--- src/hw/rtl/sem_pkg.sv ---
// Shared types and constants for the Sobel edge magnitude unit.
// No dependencies.
package sem_pkg;

  localparam int GRAY_W     = 16;
  localparam int MAG_W      = 8;
  localparam int CFG_DATA_W = 12;
  localparam int CFG_IDX_W  = 3;

  localparam logic [CFG_IDX_W-1:0] REG_IMAGE_WIDTH  = 3'd0;
  localparam logic [CFG_IDX_W-1:0] REG_IMAGE_HEIGHT = 3'd1;
  localparam logic [CFG_IDX_W-1:0] REG_RED_WEIGHT   = 3'd2;
  localparam logic [CFG_IDX_W-1:0] REG_GREEN_WEIGHT = 3'd3;
  localparam logic [CFG_IDX_W-1:0] REG_BLUE_WEIGHT  = 3'd4;

  localparam int RES_DEPTH = 8;
  localparam int RES_PTR_W = $clog2(RES_DEPTH);
  localparam int RES_CNT_W = $clog2(RES_DEPTH + 1);

  typedef struct packed {
    logic             has0;
    logic [MAG_W-1:0] mag0;
    logic             has1;
    logic [MAG_W-1:0] mag1;
    logic             last;
  } res_pair_t;

endpackage

--- src/hw/rtl/sem_result_fifo.sv ---
// Result queue: entries hold up to two magnitudes and are popped one at a time.
// Depends on sem_pkg.
module sem_result_fifo (
  input  logic                          clk,
  input  logic                          rst_n,
  input  logic                          push,
  input  sem_pkg::res_pair_t            push_data,
  output logic [sem_pkg::RES_CNT_W-1:0] occupancy,
  output logic                          out_valid,
  input  logic                          out_stall,
  output logic [sem_pkg::MAG_W-1:0]     out_magnitude,
  output logic                          out_last
);
  import sem_pkg::*;

  res_pair_t              queue_r [RES_DEPTH];
  logic [RES_PTR_W-1:0]   wr_ptr_r;
  logic [RES_PTR_W-1:0]   rd_ptr_r;
  logic [RES_CNT_W-1:0]   cnt_r;
  logic                   half_r;
  res_pair_t              head;
  logic                   sel_first;
  logic                   xfer;
  logic                   pop;

  assign head      = queue_r[rd_ptr_r];
  assign out_valid = (cnt_r != '0);
  assign sel_first = head.has0 && !half_r;
  assign xfer      = out_valid && !out_stall;
  assign pop       = xfer && !(sel_first && head.has1);

  assign out_magnitude = sel_first ? head.mag0 : head.mag1;
  assign out_last      = sel_first ? 1'b0 : head.last;
  assign occupancy     = cnt_r;

  always_ff @(posedge clk) begin
    if (push) begin
      queue_r[wr_ptr_r] <= push_data;
    end
  end

  always_ff @(posedge clk) begin
    if (!rst_n) begin
      wr_ptr_r <= '0;
      rd_ptr_r <= '0;
      cnt_r    <= '0;
      half_r   <= 1'b0;
    end else begin
      if (push) begin
        wr_ptr_r <= wr_ptr_r + RES_PTR_W'(1);
      end
      if (pop) begin
        rd_ptr_r <= rd_ptr_r + RES_PTR_W'(1);
      end
      if (push && !pop) begin
        cnt_r <= cnt_r + RES_CNT_W'(1);
      end else if (!push && pop) begin
        cnt_r <= cnt_r - RES_CNT_W'(1);
      end
      if (xfer) begin
        half_r <= sel_first && head.has1;
      end
    end
  end

endmodule

--- config.mk ---
export PLATFORM = sky130hd
export DESIGN_NAME = sem_result_fifo
export DESIGN_NICKNAME = d
export VERILOG_FILES = /design/src/hw/rtl/sem_pkg.sv /design/src/hw/rtl/sem_result_fifo.sv
export SDC_FILE = /design/constraint.sdc
export NUM_CORES = 1
export LEC_CHECK = 0
export ABC_CLOCK_PERIOD_IN_PS = 8150
export BUFFER_PORTS_ARGS = -buffer_cell sky130_fd_sc_hd__buf_2
export CORE_AREA = 2 2 106 133
export DETAILED_ROUTE_END_ITERATION = 8
export DIE_AREA = 0 0 108 135
export PLACE_DENSITY = 0.78
export SLEW_MARGIN = 20
export SYNTH_ARGS = -nofsm -noshare
export SYNTH_HDL_FRONTEND = slang
export SYNTH_SLANG_ARGS = --single-unit
--- constraint.sdc ---
create_clock -name clk -period 8.15 [get_ports clk]
set_input_delay 1.63 -clock clk [delete_from_list [all_inputs] [get_ports clk]]
set_output_delay 1.63 -clock clk [all_outputs]
set_load 0.03 [all_outputs]
# After elaboration in Yosys (flattened, before gate mapping)
# Memories as Yosys holds them, arrays and structs flattened. A register that Yosys moved wholly into a read port is not among the register bits.
# Cells that the tools add are included.
# word_totals
regBits,11
mem_bits_rw,152
input_bits,23
output_inout_bits,14
word_cells,30
n_memories,1
# op_classes
add_sub_neg,4
mux,8
n_reduce_logical,13
# mem_list
memory,depth,word_bits,read_ports,rd_clocked_by_memory_dff,write_ports,line_no,source
queue_r,8,19,1,1,1,sem_result_fifo.sv:16,res_pair_t queue_r [RES_DEPTH];
# ops
operator,count
2-to-1 mux 4 bit,2
2-to-1 mux 8 bit,1
adder 3 x 1 -> 3 bit (second input constant),2
logical AND 1 bit,6
2-to-1 mux 3 bit,2
zero test 1 bit,5
adder 4 x 1 -> 4 bit (second input constant),1
nonzero test 4 bit,1
subtractor 4 x 1 -> 4 bit (second input constant),1
2-to-1 mux 1 bit,3
nonzero test 2 bit,1

# Longest topological paths before layout
# depth
depth_word,8
depth_mapped,15
mapped_depth_nobuf,13

# Worst setup path before layout
# Ideal clock, no wire load.
# synth_timing
kind,reg2out
from,reg (tool-made name)
to,out out_magnitude[5] (netlist name)
arrival_time_ps,1950
required_ps,6520
slack_ps,4570
stages_incl_launch_ff,7
n_path_buf,1
path_cell_list,dfxtp_1 -> mux4_2 -> a2bb2oi_2 -> nand2_4 -> buf_6 -> mux2i_1 -> mux2i_1
# synth_rtl
element,line_no,source
end: declaration,sem_result_fifo.sv:11,"output logic [sem_pkg::MAG_W-1:0] out_magnitude,"

==> impl_metrics.tcl <==
set metrics [dict create \
    gp_congestion 0.747 \
    syn_area_per_cell_um2 20.6 \
    hpwl_mm 6.79 \
    fill_cells 959 \
    path_buf_inv 2 \
    track_usage_pct 17.2 \
    yosys_warnings 0 \
    num_rows 47 \
    startpoint_type "register" \
    synthCells 318 \
    drv_cap 0 \
    status "completed" \
    cp.required_ns 6.52 \
    ir_drop_mv 0.243 \
    ys_types 34 \
    die_w_um 108 \
    ys_top_cells_by_count "edfxtp_1, mux2i_1, mux4_2" \
    multi_input_comb_area_mm2 0.00164 \
    ant_nets 0 \
    worstHoldPathType "reg2reg" \
    antenna_found_initial 0 \
    grt_pass1_wl_mm 17.9 \
    leakage_nw 2.48 \
    hp-start "rd_ptr_r[2]" \
    cp_max_fo 40 \
    grt_max_degree 41 \
    netSwitchingFraction_pct 27.8 \
    max_stage_delay_ns 0.59 \
    synth_ff_type "edfxtp_1" \
    setup.worst_path.end_class "primary output" \
    pwr_density_cell_mw_per_mm2 304 \
    die_h_um 135 \
    maxSlewHeadroom_pct 50.7 \
    clock_latency_ns 0.41 \
    path_clk_slew_ns 0.06 \
    clock_sinks 166 \
    cts_setup_buffers 0 \
    fin_nets 401 \
    io_pins 37 \
    coreArea_mm2 0.0132 \
    first_pass_iters 4 \
    fin_util_pct 57.0 \
    root_buffer "clkbuf_16" \
    synth_edf_count 152 \
    yosysSeqAreaShare_pct 74.0 \
    viasPerCell 5.49 \
    fin_crit_sh_pct 53.8 \
    die-area_mm2 0.0146 \
    start_util_pct 49.5 \
    path_cells "buf_4 > mux4_2 > a2bb2oi_2 > nand2_4 > mux2i_1 > mux2i_1 > buf_2" \
    io_buffer_count 36 \
    power_frac_clock_pct 32.8 \
    max_freq_mhz 228 \
    path_delay_family "multiplexers" \
    synthMostInstantiatedCell "edfxtp_1" \
    min_period_ns 4.39 \
    grt_overflow 0 \
    vias 3055 \
    holdBufCountCts 0 \
    p_seq_share_pct 43.2 \
    ys_async_sr_fraction_pct 0 \
    placedInstanceArea_mm2 0.00698 \
    crit_type "reg2out" \
    cp.arrival_ns 2.76 \
    internal_power_w 0.00166 \
    setup_tns_ns 0 \
    rsz0062_at_grt "no" \
    post-synth-top-area-cell "edfxtp_1" \
    cts_resized 0 \
    drv_slew 0 \
    power_switching_w 0.000638 \
    final_area_mm2 0.00754 \
    fin_worst_skew_ns 0.00563 \
    power.total_w 0.00229 \
    drive_gt1_share_pct 31.7 \
    synthToLayoutAreaGrowth_pct 15.3 \
    setup_viol 0 \
    yosysTopAreaCellShare_pct 69.7 \
    syn_nets 347 \
    ctsLongestPathBuffers 2 \
    combPwrFrac_pct 24.0 \
    wire_per_inst_um 20.9 \
    register_area_mm2 0.00485 \
    cts_buffers 17 \
    hold_violations 0 \
    cpMaxStageDelayCell "mux4_2" \
    crit_top_cell "mux2i_1" \
    first_global_vias 3217 \
    syn-cell-area_mm2 0.00655 \
    worst-slew-pin-transition_ns 0.733 \
    diodes 0 \
    drcViolationCount 0 \
    drt_wl_total_mm 11.6 \
    htreeDepth 4 \
    synthTopCellsByArea "edfxtp_1, mux4_2, mux2i_1" \
    ys_ff_latch 166 \
    drtIter0Drc 253 \
    cts_tree "done" \
]
-- cell usage in the layout, fill, tap and decap left out, types with 2 or more instances in the layout --
cell type   count
a21oi_1         3
and2_1          4
buf_2          36
buf_4          11
bufinv_16       2
clkbuf_1        2
clkbuf_16      17
clkinv_1        4
clkinv_4        3
clkinvlp_4      3
dfxtp_1        13
edfxtp_1      152
ha_1            5
inv_1           4
mux2i_1        37
mux4_2         36
nand2_1        10
nand2b_1        5
nor2_1          2
nor2_2          6
nor2b_1         3
nor3_2          2
nor4_1          2
o21ai_0         3
xnor2_1         4
-- worst paths after layout --
kind	slack (ns)	cells past startpoint	to
worst max-delay path	3.76	7	out_magnitude[7]
worst min register to register	0.49	2	register
worst max register to register	4.44	14	occupancy[3]
worst min-delay path	0.49	2	register
-- tightest hold or removal path, cell delays in order (launching register included) --
cell and delay (ns):
dfxtp_1 0.31, nand2_1 0.05, mux2i_1 0.07
-- layout make-up --
class	instances	share of cell area (%)
Clock buffer	19	5.74
Timing Repair Buffer	47	3.48
Inverter	4	0.199
Multi-Input combinational cell	136	21.7
Sequential cell	166	64.2
Clock inverter	13	1.76
Tap cell	171	2.84
-- through the flow --
| step | cells | hold WS [ns] | setup WS [ns] |
|---|---|---|---|
| finish | 556 | 0.490 | 3.76 |
| floorplan | 318 | 0.445 | 4.57 |
| CTS | 556 | 0.491 | 3.72 |
| detailed placement | 524 | 0.480 | 4.19 |
| global route | 556 | 0.529 | 3.61 |
| global placement | 524 | 0.458 | 4.22 |
-- registers in the layout (all words and copies together) (netlist names), named ones only --
| register | count |
|---|---|
| rd_ptr_r | 3 |
| queue_r | 152 |
| half_r | 1 |
| wr_ptr_r | 3 |
| occupancy | 4 |
-- power by group through the flow --
stage / combinational, W / clock [W] / sequential (W)
2_1_floorplan: 0.000423 / 0 / 0.00102
3_3_place_gp: 0.000551 / 0 / 0.00100
3_5_place_dp: 0.000560 / 0 / 0.00101
4_1_cts: 0.000563 / 0.000766 / 0.000991
5_1_grt: 0.000599 / 0.000796 / 0.000994
6_report: 0.000552 / 0.000753 / 0.000990
-- routing by layer --
metal  GRT usage (%)  wire (um)  share of wire (%)  vias to the layer above
met4            6.41         93               0.80                        0
met5               0          0                  0                        -
li1                -          -                  -                     1396
met2            28.8       6490                 56                       79
met3            4.30        520                4.5                        6
met1            21.8       4500                 39                     1574
-- logic make-up (layout without fill, tap and decap cells) --
group / Yosys count / count (layout) / share of synthesized area [%]
flip-flops: 166 / 166 / 74.0
AND/OR/NAND/NOR: 41 / 41 / 3.42
multiplexers: 73 / 73 / 18.0
buffers and inverters: 16 / 83 / 1.30
XOR/XNOR: 5 / 5 / 0.669
AO/OA/AOI/OAI: 11 / 11 / 1.28
adder cells (fa/ha/maj): 6 / 6 / 1.26
No activity file was read; power rests on OpenSTA's default activity.
